===== config.mk =====
export PLATFORM = sky130hd
export DESIGN_NAME = bzdc_lerp
export DESIGN_NICKNAME = d
export VERILOG_FILES = /design/src/bzdc_pkg.sv /design/src/bzdc_lerp.sv
export SDC_FILE = /design/constraint.sdc
export NUM_CORES = 2
export LEC_CHECK = 0
export ABC_CLOCK_PERIOD_IN_PS = 9250
export BUFFER_PORTS_ARGS = -buffer_cell sky130_fd_sc_hd__buf_4
export CORE_ASPECT_RATIO = 1.4
export CORE_MARGIN = 2
export CORE_UTILIZATION = 44
export CTS_BUF_LIST = sky130_fd_sc_hd__clkbuf_2 sky130_fd_sc_hd__clkbuf_4 sky130_fd_sc_hd__clkbuf_8
export CTS_CLUSTER_DIAMETER = 200
export DETAILED_ROUTE_END_ITERATION = 8
export GPL_TIMING_DRIVEN = 0
export PLACE_DENSITY = 0.68
export SLEW_MARGIN = 0
export SYNTH_ARGS = -nofsm -noshare
export SYNTH_HDL_FRONTEND = slang
export SYNTH_SLANG_ARGS = --single-unit

===== constraint.sdc =====
create_clock -name clk -period 9.25 [get_ports clk]
set_clock_uncertainty 0.05 [all_clocks]
set_input_delay 0.925 -clock clk [delete_from_list [all_inputs] [get_ports clk]]
set_output_delay 0.925 -clock clk [all_outputs]
set_load 0.005 [all_outputs]

===== src/bzdc_pkg.sv =====
// Shared constants and types for the de Casteljau Bezier evaluator.
// Used by bzdc_lerp and bezier_de_casteljau_eval_core; no dependencies.

package bzdc_pkg;

    // Default sizing for the point store and coordinate datapath
    localparam int MAX_POINTS_DEF  = 16;
    localparam int COORD_WIDTH_DEF = 32;

    // Stream field widths
    localparam int CFG_W     = 5;   // active_points register
    localparam int IDX_W     = 4;   // point_index
    localparam int XY_W      = 32;  // point_x, point_y, curve_x, curve_y
    localparam int T_W       = 17;  // curve_param, Q1.16
    localparam int S_DATA_W  = 88;  // 85 payload bits padded to whole bytes
    localparam int S_USER_W  = 1;
    localparam int M_DATA_W  = 64;

    // Input tdata bit offsets
    localparam int IDX_LSB = 0;
    localparam int PX_LSB  = IDX_LSB + IDX_W;
    localparam int PY_LSB  = PX_LSB + XY_W;
    localparam int T_LSB   = PY_LSB + XY_W;

    // t = 1.0 in Q1.16
    localparam logic [T_W-1:0] T_ONE = 17'h10000;

    // Commands carried on tuser
    localparam logic CMD_LOAD = 1'b0;
    localparam logic CMD_EVAL = 1'b1;

    // Per-cycle control of one lerp lane
    typedef struct packed {
        logic take;   // latch new q as the next p
        logic step;   // compute lerp of held p toward q
    } lerp_ctl_t;

endpackage


===== src/bzdc_lerp.sv =====
// One coordinate lane of the lerp datapath: p + floor(t * (q - p) / 2^16).
// Depends on bzdc_pkg for lerp_ctl_t and T_W.

module bzdc_lerp #(
    parameter int COORD_WIDTH = bzdc_pkg::COORD_WIDTH_DEF
) (
    input  logic                            clk,
    input  bzdc_pkg::lerp_ctl_t             ctl,
    input  logic signed [COORD_WIDTH-1:0]   q,
    input  logic [bzdc_pkg::T_W-1:0]        t,
    output logic signed [COORD_WIDTH-1:0]   sum
);

    localparam int DIFF_W = COORD_WIDTH + 1;
    localparam int PROD_W = DIFF_W + bzdc_pkg::T_W + 1;

    logic signed [COORD_WIDTH-1:0] p_reg;
    logic signed [COORD_WIDTH-1:0] base_reg;
    logic signed [PROD_W-1:0]      prod_reg;
    logic signed [DIFF_W-1:0]      diff;
    logic signed [PROD_W-1:0]      prod_next;
    logic signed [PROD_W-1:0]      scaled;
    logic signed [PROD_W-1:0]      sum_wide;

    // Difference and product, registered before the add
    assign diff      = DIFF_W'(q) - DIFF_W'(p_reg);
    assign prod_next = PROD_W'(diff) * $signed({1'b0, t});

    always_ff @(posedge clk)
    begin
        if (ctl.take)
        begin
            p_reg <= q;
        end
        if (ctl.step)
        begin
            prod_reg <= prod_next;
            base_reg <= p_reg;
        end
    end

    // Arithmetic shift gives floor; result lies between p and q
    assign scaled   = prod_reg >>> 16;
    assign sum_wide = PROD_W'(base_reg) + scaled;
    assign sum      = sum_wide[COORD_WIDTH-1:0];

endmodule


**After elaboration in Yosys (flattened, before gate mapping)**

Index checks and enable logic that the tools add are counted.

- Bits in writable memories: 0
- Output and inout bits: 32
- Register bits after elaboration: 112
- Memories kept: 0
- Input bits: 52
- Memory bits (read-only): 0
- Word-level logic and storage cells: 6
- Bits in latches: 0

- Equality and inequality tests: 0
- Div/mod/pow operators: 0
- Add/sub/neg operators: 2
- Mux-type cells: 0
- Reductions and logical operators: 0
- Magnitude comparators: 0
- Bitwise operators: 0
- $mul: 1
- Shift operators: 0

Operator list:

| kind | count |
|---|---|
| $mul A33 B18 Y48 | 1 |
| $sub A32 B32 Y33 | 1 |
| $add A32 B32 Y32 | 1 |

**Depth between registers and ports, before layout**

- Depth in word-level cells: 2
- Depth in mapped cells: 37
- Mapped depth without buffers: 36

**Worst setup path before layout**

OpenSTA, ideal clock, no wires.

- Path type: input -> register
- Start: input port q[0]
- End: register prod_reg[47], data pin
- Library setup time: 0.269 ns
- Buffers on the path: 1
- Setup slack: 0.405 ns
- Cell stages on the path: 32
- Data required time: 8.931 ns
- Arrival time: 8.526 ns
- Path through: inv_1 > ha_1 > fa_1 > nand2b_1 > a21oi_1 > nor3_1 > o21ba_2 > o21bai_1 > a21oi_1 > xnor2_1 > clkbuf_1 > nand2_1 > fa_1 > fa_1 > fa_1 > inv_1 > fa_1 > inv_1 > fa_1 > fa_1 > inv_1 > ha_1 > a21oi_1 > o21ai_1 > or4_1 > nand4_1 > a31oi_1 > o31a_1 > a21oi_2 > o2111ai_1 > o31a_1 > xor3_1

- Cells in the longest elaborated chain, start to end: 2

RTL lines:

| what | line | RTL |
|---|---|---|
| from (decl) | bzdc_lerp.sv:9 | `input logic signed [COORD_WIDTH-1:0] q,` |
| $sub A32 B32 Y33 | bzdc_lerp.sv:26 | `assign diff = DIFF_W'(q) - DIFF_W'(p_reg);` |
| $mul A33 B18 Y48 | bzdc_lerp.sv:27 | `assign prod_next = PROD_W'(diff) * $signed({1'b0, t});` |
| via prod_next[47] | bzdc_lerp.sv:21 | `logic signed [PROD_W-1:0] prod_next;` |
| to (signal assigned) | bzdc_lerp.sv:37 | `prod_reg <= prod_next;` |
| to (decl) | bzdc_lerp.sv:19 | `logic signed [PROD_W-1:0] prod_reg;` |

The timed path passes the listed nets, and every way through them passes these cells.
A chain may end at the register's enable or synchronous reset.

**Worst setup path after layout**

- Start: input port q[11]
- End: register prod_reg[43], data pin

The elaborated chain is that of the path after synthesis.

==> metrics <==
Initial Utilization 0.444; cell family with most CP delay adder cells; Final ANT Viol Nets 0; Final setup viols 0; cell mode on critical path fa_1; slowest CP cell fa_1; deepest clock path buffer count 2; TritonCTS Sinks 96; gr ovfl total 0; syn nets about 3.4k; Max-Cap Viols 0; Starting DRT DRC Count 1264; CP arrival ~9300 ps; Hold Fails Final Rpt 0; maximum fanout along the worst path 6; period utilization 0.985; CTS tree done; DR pass1 iterations 6; DR DRC count 0; Worst path max stage delay approximately 550 ps; R2R cell count 35; Via density roughly 5.4; vias in the first global route 20.9k; Synth Instances about 2.7k; antenna violations before repair 3; Final Max Tran Viols 0; most frequent cells in the layout inv_1, fa_1, nand2_1, and2_1, ha_1; RSZ-0062 raised after global routing yes; YS warnings 0; first-pass GRT wire length ~120 mm; fin crit period between 9000 and 10000 ps; Post-synth top flop edfxtp_1; Post-synth EDFFs 96; Reg2Reg Launch Point p_reg[1]$_DFFE_PP_; FFs w/ async S/R, synth 0; H-tree depth 3; area grow syn2layout 12.6%; clk slew on worst S/H paths approximately 130 ps; die height around 290 um; Stages on worst setup path 33; clock buffer count from CTS 9; layout cells sized above 1 0.107; Worst EP required roughly 9500 ps; # rows roughly 100; gr usage total 0.269; CP startpoint kind primary input; Min-Delay Path Class reg2reg; die area approximately 0.06 mm^2; Yosys reg bits 96; I/O pins 84; post-synthesis sequential area ratio 0.115; Slew HR 0.319; Nets approximately 3.6k; Vias between 15k and 20k; Die W slightly above 200 um; Yosys cell types 63; kind of critical path in2reg; CTS Root Cell clkbuf_8; Crit path buffers/inverters 8; Worst Setup End Kind flip-flop; critical path launch point q[11]; Hold Buf Count CTS 0; largest net degree at the start of global routing 65; clock latency on the worst-skew pair between 400 and 500 ps; average cell area after synthesis ~9.3 um^2; status complete, no violations; hold slack slightly above 400 ps; TNS Setup 0 ps; number of buffers added on ports 76; Worst Tran Pin Value 1020 ps; worst hold path depth 0; gpl congestion between 0.9 and 1; post-DP HPWL between 60 and 70 mm; routed wire length roughly 77 mm; DR WL/cell between 20 and 25 um; worst reg2reg setup slack ~300 ps; worst r2r dst prod_reg[47]$_DFFE_PP_; worst setup path end prod_reg[43]$_DFFE_PP_; FMAX around 0.11 GHz; Mapped Area ~0.025 mm^2; commonest non-fill, non-tap cell in the layout inv_1; core footprint between 0.05 and 0.06 mm^2
-- cell families (layout without fill, tap and decap cells) --
logic type	count (synthesis)	count (layout)	synth area share
flops	96	96	0.115
simple gates	785	785	0.159
xor+xnor	92	92	0.0329
buf+inv	759	904	0.115
compound gates	241	241	0.0626
other cells	0	1	0
mux	36	36	0.0150
fa+ha+maj	689	689	0.500
-- final cells by class --
| class | count | area [um^2] |
|---|---|---|
| inverter | 651 | 2450 |
| antenna | 1 | 2.50 |
| buffer | 106 | 539 |
| tap | 735 | 920 |
| sequential | 96 | 2880 |
| multi-input combinational | 1843 | 20100 |
| clock buffer | 9 | 124 |
| clock inverter | 7 | 72.6 |
| fill | 5222 | 28200 |
| timing repair buffer | 131 | 1010 |
-- synth_stat cells, types with 3 or more instances --
| master | number | share of area |
|---|---|---|
| a221oi_1 | 3 | 0.0011 |
| ha_1 | 173 | 0.087 |
| nor2_1 | 51 | 0.0077 |
| xor2_1 | 18 | 0.0063 |
| and2_1 | 235 | 0.059 |
| mux2i_1 | 25 | 0.010 |
| nand2_1 | 313 | 0.047 |
| mux2_2 | 11 | 0.0050 |
| a31oi_1 | 10 | 0.0025 |
| xnor2_1 | 73 | 0.026 |
| inv_1 | 651 | 0.098 |
| nor3_1 | 16 | 0.0032 |
| nand4_1 | 12 | 0.0030 |
| nand3_1 | 25 | 0.0050 |
| nor4_1 | 3 | 0.00075 |
| o21ai_0 | 41 | 0.0082 |
| o31a_1 | 5 | 0.0018 |
| o21ba_2 | 3 | 0.0012 |
| o31ai_1 | 4 | 0.0012 |
| fa_1 | 516 | 0.41 |
| o311ai_0 | 3 | 0.0011 |
| or2_2 | 3 | 0.00075 |
| a211o_1 | 5 | 0.0018 |
| a211oi_1 | 7 | 0.0021 |
| a21oi_1 | 72 | 0.014 |
| nand4b_1 | 3 | 0.0011 |
| and3_1 | 18 | 0.0045 |
| clkbuf_1 | 101 | 0.015 |
| o21ai_1 | 3 | 0.00060 |
| buf_2 | 3 | 0.00060 |
| nand2b_1 | 55 | 0.014 |
| nor2b_1 | 39 | 0.0098 |
| a21o_1 | 35 | 0.011 |
| o211ai_1 | 5 | 0.0015 |
| o21bai_1 | 14 | 0.0042 |
| edfxtp_1 | 96 | 0.12 |
| o21a_1 | 15 | 0.0045 |
-- per-layer routing --
| metal | global-route usage | vias to the layer above | share of wire |
|---|---|---|---|
| li1 | - | 8404 | - |
| met1 | 0.302 | 9728 | 0.35 |
| met2 | 0.480 | 768 | 0.51 |
| met3 | 0.0345 | 255 | 0.058 |
| met4 | 0.172 | 2 | 0.077 |
| met5 | 0 | - | 0.00017 |
-- per-stage QoR --
stage	cells	utilization	setup slack [ps]	cell area [um^2]
2_1_floorplan	2698	-	405	25000
3_3_place_gp	3509	0.470	-1770	26500
3_5_place_dp	3509	0.470	-1790	26500
4_1_cts	3539	0.486	-6.56	27400
5_1_grt	3578	0.499	-75.0	28100
6_report	3579	0.499	135	28100
-- worst min path at each step --
| stage | startpoint | endpoint | slack [ps] |
|---|---|---|---|
| after floorplan | p_reg[10]$_DFFE_PP_ | base_reg[10]$_DFFE_PP_ | 380 |
| after global placement | p_reg[29]$_DFFE_PP_ | base_reg[29]$_DFFE_PP_ | 380 |
| after detailed placement | p_reg[5]$_DFFE_PP_ | base_reg[5]$_DFFE_PP_ | 390 |
| after CTS | p_reg[8]$_DFFE_PP_ | base_reg[8]$_DFFE_PP_ | 420 |
| after global routing | p_reg[4]$_DFFE_PP_ | base_reg[4]$_DFFE_PP_ | 420 |
| final | p_reg[4]$_DFFE_PP_ | base_reg[4]$_DFFE_PP_ | 410 |
-- what timing repair did --
item                       CTS  global route
gates resized for setup    114           119
buffers inserted            16            39
pin swaps                   13            45
setup endpoints to repair   27            16
Power is left out: the tool's default activity adds up to more than one toggle a clock period on the data nets, which glitch-free logic cannot reach.
